`src/hw/rtl/awbt_pkg.sv`:
```
// ----------------------------------------------------------------------------
// awbt_pkg
// shared types, byte classes and helper functions of the ascii word breaker
// ----------------------------------------------------------------------------
package awbt_pkg;

    localparam longint unsigned MAX_VALUE_LEN_DEF = 64'd65535;
    localparam int OFF_W = 16;
    localparam int CLASS_W = 3;

    typedef logic [CLASS_W-1:0] t_class;

    localparam t_class CL_BRK      = 3'd0;
    localparam t_class CL_LET      = 3'd1;
    localparam t_class CL_NUM      = 3'd2;
    localparam t_class CL_ENL      = 3'd3;
    localparam t_class CL_MID_LET  = 3'd4;
    localparam t_class CL_MID_NUM  = 3'd5;
    localparam t_class CL_MID_BOTH = 3'd6;

    localparam logic [7:0] CH_UNDERSCORE  = 8'h5F;
    localparam logic [7:0] CH_COLON       = 8'h3A;
    localparam logic [7:0] CH_COMMA       = 8'h2C;
    localparam logic [7:0] CH_SEMICOLON   = 8'h3B;
    localparam logic [7:0] CH_PERIOD      = 8'h2E;
    localparam logic [7:0] CH_APOSTROPHE  = 8'h27;

    typedef struct packed {
        logic [7:0] value_byte;
        logic       last_of_value;
    } t_item;

    typedef struct packed {
        logic [OFF_W-1:0] token_start;
        logic [OFF_W-1:0] token_end;
        logic             last_of_run;
    } t_token;

    // up to two tokens per byte, in order
    typedef struct packed {
        logic [1:0] cnt;
        t_token     first;
        t_token     second;
    } t_push;

    function automatic t_class byte_class(input logic [7:0] c);
        t_class k;
        k = CL_BRK;
        if ((c >= 8'h61 && c <= 8'h7A) || (c >= 8'h41 && c <= 8'h5A)) begin
            k = CL_LET;
        end else if (c >= 8'h30 && c <= 8'h39) begin
            k = CL_NUM;
        end else if (c == CH_UNDERSCORE) begin
            k = CL_ENL;
        end else if (c == CH_COLON) begin
            k = CL_MID_LET;
        end else if (c == CH_COMMA || c == CH_SEMICOLON) begin
            k = CL_MID_NUM;
        end else if (c == CH_PERIOD || c == CH_APOSTROPHE) begin
            k = CL_MID_BOTH;
        end
        return k;
    endfunction

    function automatic logic is_word_class(input t_class k);
        return (k == CL_LET) || (k == CL_NUM) || (k == CL_ENL);
    endfunction

    function automatic logic is_mid_class(input t_class k);
        return (k == CL_MID_LET) || (k == CL_MID_NUM) || (k == CL_MID_BOTH);
    endfunction

    function automatic logic joins(input t_class mid, input t_class prev, input t_class nxt);
        logic j;
        case (mid)
            CL_MID_BOTH: j = (prev == nxt) && ((prev == CL_LET) || (prev == CL_NUM));
            CL_MID_LET:  j = (prev == CL_LET) && (nxt == CL_LET);
            CL_MID_NUM:  j = (prev == CL_NUM) && (nxt == CL_NUM);
            default:     j = 1'b0;
        endcase
        return j;
    endfunction

endpackage

```
`src/hw/rtl/awbt_byte_if.sv`:
```
// ----------------------------------------------------------------------------
// awbt_byte_if
// byte channel into the word breaker
// ----------------------------------------------------------------------------
interface awbt_byte_if;
    logic       valid;
    logic       ready;
    logic [7:0] value_byte;
    logic       last_of_value;

    modport source (output valid, output value_byte, output last_of_value, input ready);
    modport sink   (input valid, input value_byte, input last_of_value, output ready);
endinterface

```
`src/hw/rtl/awbt_token_if.sv`:
```
// ----------------------------------------------------------------------------
// awbt_token_if
// token offset channel out of the word breaker
// ----------------------------------------------------------------------------
interface awbt_token_if;
    logic        valid;
    logic        ready;
    logic [15:0] token_start;
    logic [15:0] token_end;
    logic        last_of_run;

    modport source (output valid, output token_start, output token_end,
                    output last_of_run, input ready);
    modport sink   (input valid, input token_start, input token_end,
                    input last_of_run, output ready);
endinterface

```
`src/hw/rtl/awbt_in_reg.sv`:
```
// ----------------------------------------------------------------------------
// awbt_in_reg
// input register, refilled in the same cycle the core takes its byte
// ----------------------------------------------------------------------------
module awbt_in_reg
    import awbt_pkg::*;
(
    input  logic  i_clk,
    input  logic  i_rst_n,
    input  logic  i_valid,
    output logic  o_ready,
    input  t_item i_item,
    output logic  o_valid,
    output t_item o_item,
    input  logic  i_take
);

    logic  r_valid;
    t_item r_item;

    assign o_ready = !r_valid || i_take;
    assign o_valid = r_valid;
    assign o_item  = r_item;

    always_ff @(posedge i_clk) begin
        if (!i_rst_n) begin
            r_valid <= 1'b0;
        end else if (o_ready) begin
            r_valid <= i_valid;
        end
    end

    always_ff @(posedge i_clk) begin
        if (o_ready && i_valid) begin
            r_item <= i_item;
        end
    end

endmodule

```
`src/hw/rtl/awbt_core.sv`:
```
// ----------------------------------------------------------------------------
// awbt_core
// word state update for one byte and up to two closed words
// ----------------------------------------------------------------------------
module awbt_core
    import awbt_pkg::*;
#(
    parameter longint unsigned MAX_VALUE_LEN = MAX_VALUE_LEN_DEF
) (
    input  logic  i_clk,
    input  logic  i_rst_n,
    input  logic  i_take,
    input  t_item i_item,
    output t_push o_push
);

    localparam int POS_W = $clog2(MAX_VALUE_LEN + 64'd1);
    localparam logic [POS_W-1:0] POS_MAX = POS_W'(MAX_VALUE_LEN);

    function automatic logic [OFF_W-1:0] to_off(input logic [POS_W-1:0] v);
        logic [63:0] w;
        w = 64'(v);
        return w[OFF_W-1:0];
    endfunction

    function automatic logic [POS_W-1:0] sat_inc(input logic [POS_W-1:0] v);
        return (v == POS_MAX) ? POS_MAX : v + POS_W'(1);
    endfunction

    logic [POS_W-1:0] r_pos,   n_pos;
    logic             r_in_word, n_in_word;
    logic [POS_W-1:0] r_start, n_start;
    logic             r_seen,  n_seen;
    t_class           r_lwc,   n_lwc;
    logic             r_mid,   n_mid;
    t_class           r_pmc,   n_pmc;
    logic [POS_W-1:0] r_mid_off, n_mid_off;

    t_class           k;
    logic             emit_a, emit_b;
    t_token           tok_a, tok_b;
    logic [POS_W-1:0] end_b;

    always_comb begin
        k         = byte_class(i_item.value_byte);
        n_pos     = r_pos;
        n_in_word = r_in_word;
        n_start   = r_start;
        n_seen    = r_seen;
        n_lwc     = r_lwc;
        n_mid     = r_mid;
        n_pmc     = r_pmc;
        n_mid_off = r_mid_off;
        emit_a    = 1'b0;
        emit_b    = 1'b0;
        tok_a     = '0;
        tok_b     = '0;
        end_b     = '0;

        // word state for the byte itself
        if (r_in_word) begin
            if (r_mid) begin
                if (is_word_class(k) && joins(r_pmc, r_lwc, k)) begin
                    n_mid = 1'b0;
                    n_pmc = CL_BRK;
                    n_lwc = k;
                end else begin
                    emit_a            = r_seen;
                    tok_a.token_start = to_off(r_start);
                    tok_a.token_end   = to_off(r_mid_off);
                    n_in_word         = 1'b0;
                    n_mid             = 1'b0;
                    n_pmc             = CL_BRK;
                    n_lwc             = CL_BRK;
                    n_seen            = 1'b0;
                    if (is_word_class(k)) begin
                        n_in_word = 1'b1;
                        n_start   = r_pos;
                        n_seen    = (k == CL_LET) || (k == CL_NUM);
                        n_lwc     = k;
                    end
                end
            end else if (is_word_class(k)) begin
                n_lwc  = k;
                n_seen = r_seen || (k == CL_LET) || (k == CL_NUM);
            end else if (is_mid_class(k)) begin
                n_mid     = 1'b1;
                n_pmc     = k;
                n_mid_off = r_pos;
            end else begin
                emit_a            = r_seen;
                tok_a.token_start = to_off(r_start);
                tok_a.token_end   = to_off(r_pos);
                n_in_word         = 1'b0;
                n_mid             = 1'b0;
                n_pmc             = CL_BRK;
                n_lwc             = CL_BRK;
                n_seen            = 1'b0;
            end
        end else if (is_word_class(k)) begin
            n_in_word = 1'b1;
            n_start   = r_pos;
            n_seen    = (k == CL_LET) || (k == CL_NUM);
            n_lwc     = k;
            n_mid     = 1'b0;
            n_pmc     = CL_BRK;
        end

        // end of value flushes the open word and restarts offsets
        if (i_item.last_of_value) begin
            end_b             = n_mid ? n_mid_off : sat_inc(r_pos);
            emit_b            = n_in_word && n_seen;
            tok_b.token_start = to_off(n_start);
            tok_b.token_end   = to_off(end_b);
            n_pos             = '0;
            n_in_word         = 1'b0;
            n_start           = '0;
            n_seen            = 1'b0;
            n_lwc             = CL_BRK;
            n_mid             = 1'b0;
            n_pmc             = CL_BRK;
            n_mid_off         = '0;
        end else begin
            n_pos = sat_inc(r_pos);
        end

        tok_a.last_of_run = !emit_b;
        tok_b.last_of_run = 1'b1;

        o_push = '0;
        if (i_take) begin
            if (emit_a && emit_b) begin
                o_push.cnt    = 2'd2;
                o_push.first  = tok_a;
                o_push.second = tok_b;
            end else if (emit_a) begin
                o_push.cnt   = 2'd1;
                o_push.first = tok_a;
            end else if (emit_b) begin
                o_push.cnt   = 2'd1;
                o_push.first = tok_b;
            end
        end
    end

    always_ff @(posedge i_clk) begin
        if (!i_rst_n) begin
            r_pos     <= '0;
            r_in_word <= 1'b0;
            r_start   <= '0;
            r_seen    <= 1'b0;
            r_lwc     <= CL_BRK;
            r_mid     <= 1'b0;
            r_pmc     <= CL_BRK;
            r_mid_off <= '0;
        end else if (i_take) begin
            r_pos     <= n_pos;
            r_in_word <= n_in_word;
            r_start   <= n_start;
            r_seen    <= n_seen;
            r_lwc     <= n_lwc;
            r_mid     <= n_mid;
            r_pmc     <= n_pmc;
            r_mid_off <= n_mid_off;
        end
    end

endmodule

```
`src/hw/rtl/awbt_out_fifo.sv`:
```
// ----------------------------------------------------------------------------
// awbt_out_fifo
// four-entry token queue, takes up to two tokens and sends one per transfer
// ----------------------------------------------------------------------------
module awbt_out_fifo
    import awbt_pkg::*;
(
    input  logic   i_clk,
    input  logic   i_rst_n,
    input  t_push  i_push,
    output logic   o_room,
    output logic   o_valid,
    input  logic   i_ready,
    output t_token o_token
);

    localparam int DEPTH = 4;
    localparam int PTR_W = $clog2(DEPTH);

    t_token           r_mem [DEPTH];
    logic [PTR_W-1:0] r_wr, n_wr;
    logic [PTR_W-1:0] r_rd, n_rd;
    logic [PTR_W:0]   r_cnt, n_cnt;
    logic             pop;

    assign o_room  = (r_cnt <= (PTR_W+1)'(DEPTH - 2));
    assign o_valid = (r_cnt != '0);
    assign o_token = r_mem[r_rd];
    assign pop     = o_valid && i_ready;

    always_comb begin
        n_wr  = r_wr + PTR_W'(i_push.cnt);
        n_rd  = pop ? r_rd + PTR_W'(1) : r_rd;
        n_cnt = r_cnt + (PTR_W+1)'(i_push.cnt) - (PTR_W+1)'(pop);
    end

    always_ff @(posedge i_clk) begin
        if (!i_rst_n) begin
            r_wr  <= '0;
            r_rd  <= '0;
            r_cnt <= '0;
        end else begin
            r_wr  <= n_wr;
            r_rd  <= n_rd;
            r_cnt <= n_cnt;
        end
    end

    always_ff @(posedge i_clk) begin
        if (i_push.cnt != 2'd0) begin
            r_mem[r_wr] <= i_push.first;
        end
        if (i_push.cnt == 2'd2) begin
            r_mem[r_wr + PTR_W'(1)] <= i_push.second;
        end
    end

endmodule

```
`src/hw/rtl/ascii_word_break_tokenizer_unit.sv`:
```
// ----------------------------------------------------------------------------
// ascii_word_break_tokenizer_unit
// ascii word breaker: byte stream in, word start and end offsets out
// ----------------------------------------------------------------------------
// i_byte carries one byte of a text value per transfer, last_of_value set on
// its final byte. o_token carries one word per transfer: the offset of its
// first byte, the offset just past its last byte, and last_of_run on the
// last word caused by one input byte (one byte may close up to two words).
// A new byte is taken every cycle while the queue has room for two words. A
// word is offered once the byte that closes it has passed the input register,
// where the class lookup and word state update run on it, and the word has
// been written into a four-entry queue. The core takes a byte only while the
// queue has room for two words, so a stalled receiver holds back i_byte after
// the queue fills and no word is lost. Offsets saturate at MAX_VALUE_LEN and
// are sent in their low 16 bits. Reset clears the word state, restarts offsets
// at zero and empties the queue.
// ----------------------------------------------------------------------------
module ascii_word_break_tokenizer_unit
    import awbt_pkg::*;
#(
    parameter longint unsigned MAX_VALUE_LEN = MAX_VALUE_LEN_DEF
) (
    input  logic         i_clk,
    input  logic         i_rst_n,
    awbt_byte_if.sink    i_byte,
    awbt_token_if.source o_token
);

    t_item  in_item;
    t_item  core_item;
    logic   core_valid;
    logic   core_take;
    logic   room;
    t_push  push;
    t_token head;

    assign in_item.value_byte    = i_byte.value_byte;
    assign in_item.last_of_value = i_byte.last_of_value;
    assign core_take             = core_valid && room;

    awbt_in_reg u_in_reg (
        .i_clk   (i_clk),
        .i_rst_n (i_rst_n),
        .i_valid (i_byte.valid),
        .o_ready (i_byte.ready),
        .i_item  (in_item),
        .o_valid (core_valid),
        .o_item  (core_item),
        .i_take  (core_take)
    );

    awbt_core #(
        .MAX_VALUE_LEN (MAX_VALUE_LEN)
    ) u_core (
        .i_clk   (i_clk),
        .i_rst_n (i_rst_n),
        .i_take  (core_take),
        .i_item  (core_item),
        .o_push  (push)
    );

    awbt_out_fifo u_out_fifo (
        .i_clk   (i_clk),
        .i_rst_n (i_rst_n),
        .i_push  (push),
        .o_room  (room),
        .o_valid (o_token.valid),
        .i_ready (o_token.ready),
        .o_token (head)
    );

    assign o_token.token_start = head.token_start;
    assign o_token.token_end   = head.token_end;
    assign o_token.last_of_run = head.last_of_run;

endmodule

```
`src/flat_wrapper.sv`:
```
// flat-port wrapper written by rule: the top's interface ports become plain ports
module ascii_word_break_tokenizer_unit_flat import awbt_pkg::*;
#(
    parameter longint unsigned MAX_VALUE_LEN = MAX_VALUE_LEN_DEF
)
  (i_clk, i_rst_n, i_byte_valid, i_byte_value_byte, i_byte_last_of_value, i_byte_ready, o_token_valid, o_token_token_start, o_token_token_end, o_token_last_of_run, o_token_ready);
  awbt_byte_if i_byte_i ();
  awbt_token_if o_token_i ();
  input  logic i_clk;
  input  logic i_rst_n;
  input wire logic [$bits(i_byte_i.valid)-1:0] i_byte_valid;
  input wire logic [$bits(i_byte_i.value_byte)-1:0] i_byte_value_byte;
  input wire logic [$bits(i_byte_i.last_of_value)-1:0] i_byte_last_of_value;
  output wire logic [$bits(i_byte_i.ready)-1:0] i_byte_ready;
  output wire logic [$bits(o_token_i.valid)-1:0] o_token_valid;
  output wire logic [$bits(o_token_i.token_start)-1:0] o_token_token_start;
  output wire logic [$bits(o_token_i.token_end)-1:0] o_token_token_end;
  output wire logic [$bits(o_token_i.last_of_run)-1:0] o_token_last_of_run;
  input wire logic [$bits(o_token_i.ready)-1:0] o_token_ready;
  assign i_byte_i.valid = i_byte_valid;
  assign i_byte_i.value_byte = i_byte_value_byte;
  assign i_byte_i.last_of_value = i_byte_last_of_value;
  assign i_byte_ready = i_byte_i.ready;
  assign o_token_valid = o_token_i.valid;
  assign o_token_token_start = o_token_i.token_start;
  assign o_token_token_end = o_token_i.token_end;
  assign o_token_last_of_run = o_token_i.last_of_run;
  assign o_token_i.ready = o_token_ready;
  ascii_word_break_tokenizer_unit #(.MAX_VALUE_LEN(MAX_VALUE_LEN)) u_core (.i_clk(i_clk), .i_rst_n(i_rst_n), .i_byte(i_byte_i), .o_token(o_token_i));
endmodule
```
`config.mk`:
```
export PLATFORM = sky130hd
export DESIGN_NAME = ascii_word_break_tokenizer_unit_flat
export DESIGN_NICKNAME = d
export VERILOG_FILES = /design/src/hw/rtl/awbt_pkg.sv /design/src/hw/rtl/awbt_byte_if.sv /design/src/hw/rtl/awbt_token_if.sv /design/src/hw/rtl/awbt_in_reg.sv /design/src/hw/rtl/awbt_core.sv /design/src/hw/rtl/awbt_out_fifo.sv /design/src/hw/rtl/ascii_word_break_tokenizer_unit.sv /design/src/flat_wrapper.sv
export SDC_FILE = /design/constraint.sdc
export NUM_CORES = 1
export LEC_CHECK = 0
export BUFFER_PORTS_ARGS = -buffer_cell sky130_fd_sc_hd__buf_4
export CORE_UTILIZATION = 50
export CTS_CLUSTER_DIAMETER = 200
export DETAILED_ROUTE_END_ITERATION = 8
export GPL_ROUTABILITY_DRIVEN = 0
export PLACE_DENSITY = 0.65
export SLEW_MARGIN = 10
export SYNTH_ARGS = -nofsm -noshare
export SYNTH_HDL_FRONTEND = slang
export SYNTH_SLANG_ARGS = --single-unit
```
`constraint.sdc`:
```
create_clock -name i_clk -period 13 [get_ports i_clk]
set_input_delay 1.3 -clock i_clk [delete_from_list [all_inputs] [get_ports i_clk]]
set_output_delay 1.3 -clock i_clk [all_outputs]
set_load 0.01 [all_outputs]
```
==> impl_results.md <==
* Status: finished clean
* Cell Chain, Critical Path: or4_4 > o22a_1 > a311o_1 > or3_4 > a2111oi_4 > a211oi_1 > nor2_1 > ha_1 > nor3b_1 > and3_1 > nand2_1 > a21oi_4 > a22o_1
* Cell Area, Synth at 10,600 um2
* Setup Slack @ Placement at 8060 ps
* Avg WL per Cell at 24.0 um
* Top_reg_cell synth: edfxtp_1
* CTS max path bufs at 3
* Final Skew at 21.1 ps
* DIE HEIGHT at 148 um
* Number of global-route vias before repair at 7,801
* Worst slew pin tran at 1050 ps
* Vias/cell at 6.72
* Slowest stage cell, crit path: or4_4
* Die ar. at 21,800 um2
* Clock power share at 37.8%
* Ys async rst share at 0%
* Skew-Pair Late Insertion Delay at 500 ps
* Post-synth net total at 916
* Reg area at 5580 um2
* Setup TNS at 0 ps
* Sequential share of power at 45.4%
* # rows at 52
* Yosys top cell area share at 39.9%
* Total power at 0.00160 W
* Peak supply drop at 98.4 uV
* Sw Share at 25.4%
* Crit share post-route at 38.6%
* Final worst setup slack at 7980 ps
* Via count at 7,920
* First-pass GRT wire length at 43,600 um
* Average cell area after synthesis at 11.9 um2
* Register area share after synthesis at 52.5%
* Data arrival time of the worst path at 5380 ps
* IO buf count at 47
* Critical path startpoint: u_core.u_in_reg.o_item[4]$_DFFE_PP_
* Crit path kind: flop to flop
* FF-to-FF Start: u_core.u_in_reg.o_item[4]$_DFFE_PP_
* R2r setup slk at 7980 ps
* Post-CTS Setup Inserts at 0
* YS warnings at 0
* Initial antenna violation count at 0
* CTS Root Buffer Type: clkbuf_16
* Worst path bufs/invs at 0
* Starting DRT DRC Count at 960
* Internal at 0.00120 W
* Boundary Pins at 48
* # DRC at 0
* CTS H-tree depth at 1
* Reg-to-Reg End: u_core.u_out_fifo.r_mem[2][19]$_DFFE_PP_
* Largest delay share family, worst path: compound AO/OA/AOI/OAI gates
* Pins over their slew limit at 0
* Core footprint at 20,600 um2
* Post-CTS sizing at 0
* CP Capture Point: u_core.u_out_fifo.r_mem[2][19]$_DFFE_PP_
* CP max stage delay at 580 ps
* Post-CTS Hold Fix Bufs at 0
* NetSw at 0.000407 W
* Yosys cell types at 73
* EDFF count, synth at 141
* DRT Pass-1 Iters at 5
* Pin count of the biggest net entering global routing at 68
* WL final at 28,300 um
* LEAKAGE at 3.72 nW
* Gate Count Post-Synth at 896
* Area growth, synth to finish at 10.7%
* CTS tree: yes
* DPL Wire Length at 17,600 um
* Number of diodes at 0
* Initial Util at 51.7%
* Required @ worst endpoint at 13,360 ps
* Fillers at 1,727
* Worst-path maximum fanout at 16
* Crit end category: flop
* Clk sinks at 208
* Die Wd at 148 um
* Fmax at 199 MHz
* GRT overflow at 0
* Area leader, netlist: edfxtp_1
* HP Class: flop to flop
* Share of post-route cells with drive strength above 1 at 17.4%
* Combinational share of power at 16.8%
* Total stage count of the critical path at 13
* Multi-input gate area at 4620 um2
* #FFs+latches synth at 208
* # nets final at 912
* Register-to-Register Path Depth at 13
* Cell area power density at 136 nW/um2
* Post-route minimum period at 5020 ps
* Synth area leaders: edfxtp_1, dfxtp_1, mux4_2, a22o_1, o22ai_1
* Max_slew headroom at 30.1%
* Final setup viols at 0
* RSZ-0062 raised after global routing: no
* GRT Resource Usage Total at 26.1%
* Endpoints failing hold at 0
* CTS buffer count at 22
* Clock transition at the registers of the reported paths at 60 ps
* Final ANT Viol Nets at 0
* Startpoint types: flop
* Max-Cap Viols at 0
## cell usage in the layout, fill, tap and decap left out, types with 6 or more instances in the layout
cell,netlist,final
a22o_1,68,68
dfxtp_1,67,66
mux4_2,33,33
ha_1,6,6
and3_1,11,11
clkbuf_16,0,23
a21oi_1,29,27
nand4_1,7,7
and2_1,19,19
inv_1,13,13
edfxtp_1,141,141
a32o_1,16,16
a22oi_1,34,34
nand3_1,19,19
nor2b_1,33,33
o22ai_1,65,65
o21ai_0,21,21
clkbuf_1,68,7
nor3_1,9,9
nor2_1,28,27
a21boi_0,8,8
nand2_1,57,57
xor2_1,8,8
a31oi_1,7,7
buf_4,0,65
## worst min-delay path: cells and delay by family, from the launching register on
kind	cells	cell delay [ps]
compound gates	1	60
simple gates	1	50
flops	1	320
## power by group through the flow
stage	Combinational, W	Sequential [W]	Clock, W
6_report	0.000269	0.000728	0.000605
5_1_grt	0.000290	0.000730	0.000635
4_1_cts	0.000272	0.000728	0.000611
3_5_place_dp	0.000272	0.000742	0
3_3_place_gp	0.000268	0.000740	0
2_1_floorplan	0.000187	0.000736	0
## layout make-up
cell class / instances / area share (%)
repair buffers: 65 / 4.15
inverters: 13 / 0.415
clock inverters: 8 / 0.543
clock buffers: 32 / 5.35
well taps: 270 / 2.87
flip-flops and latches: 208 / 47.4
multi-input cells: 582 / 39.3
## state kept, by name, summed over array words and instances, names as in the netlist, 3 cells and up, named ones only
signal	flops
u_core.u_out_fifo.r_mem	132
u_core.u_out_fifo.r_cnt	3
u_core.u_core.r_pos	16
u_core.u_core.r_mid_off	16
u_core.u_core.r_start	16
u_core.u_core.r_lwc	3
u_core.u_in_reg.o_item	9
u_core.u_core.r_pmc	3
## cell usage after synthesis, drive strengths merged (24+ instances only)
cell,number
o22ai,65
mux4,33
nor2b,33
a22oi,34
buf,24
clkbuf,69
nor2,28
nand2,57
o21ai,24
dfxtp,67
edfxtp,141
a21oi,33
a22o,68
## cell families after synthesis
logic type	share of synthesized area, %
AOI/OAI and AO/OA	22.2
and+or+nand+nor	11.4
DFF	52.5
buffers and inverters	4.50
muxes	7.47
xor gates and xnor gates	0.990
adders and majority gates	0.895
## metal layers
metal  wire [um]  share of wire [%]  GRT usage (%)
met5           0                  0              0
met4         804                2.8           10.7
met3        2360                8.4           4.23
met2       13300                 47           42.3
met1       11800                 42           35.0
## worst min-delay path by stage
stage,start,to,slack (ps),cells after the start
after floorplan,u_core.u_core.r_pmc[2]$_SDFFE_PN0P_,u_core.u_core.r_pmc[2]$_SDFFE_PN0P_,450,2
after global placement,u_core.u_core.r_pmc[2]$_SDFFE_PN0P_,u_core.u_core.r_pmc[2]$_SDFFE_PN0P_,470,2
after detailed placement,u_core.u_core.r_pmc[1]$_SDFFE_PN0P_,u_core.u_core.r_pmc[1]$_SDFFE_PN0P_,480,2
after CTS,u_core.u_core.r_pmc[1]$_SDFFE_PN0P_,u_core.u_core.r_pmc[1]$_SDFFE_PN0P_,490,2
after global routing,u_core.u_core.r_pmc[1]$_SDFFE_PN0P_,u_core.u_core.r_pmc[1]$_SDFFE_PN0P_,510,2
final,u_core.u_core.r_pmc[1]$_SDFFE_PN0P_,u_core.u_core.r_pmc[1]$_SDFFE_PN0P_,490,2
## per-stage QoR
| step | instances | util [%] | instance area (um2) | hold WS [ps] |
|---|---|---|---|---|
| floorplan | 896 | - | 10600 | 451 |
| global placement | 1138 | 53.8 | 11100 | 471 |
| detailed placement | 1138 | 53.8 | 11100 | 483 |
| CTS | 1178 | 57.2 | 11800 | 491 |
| global route | 1178 | 57.2 | 11800 | 505 |
| finish | 1178 | 57.2 | 11800 | 489 |
(Power assumes the default switching activity.)
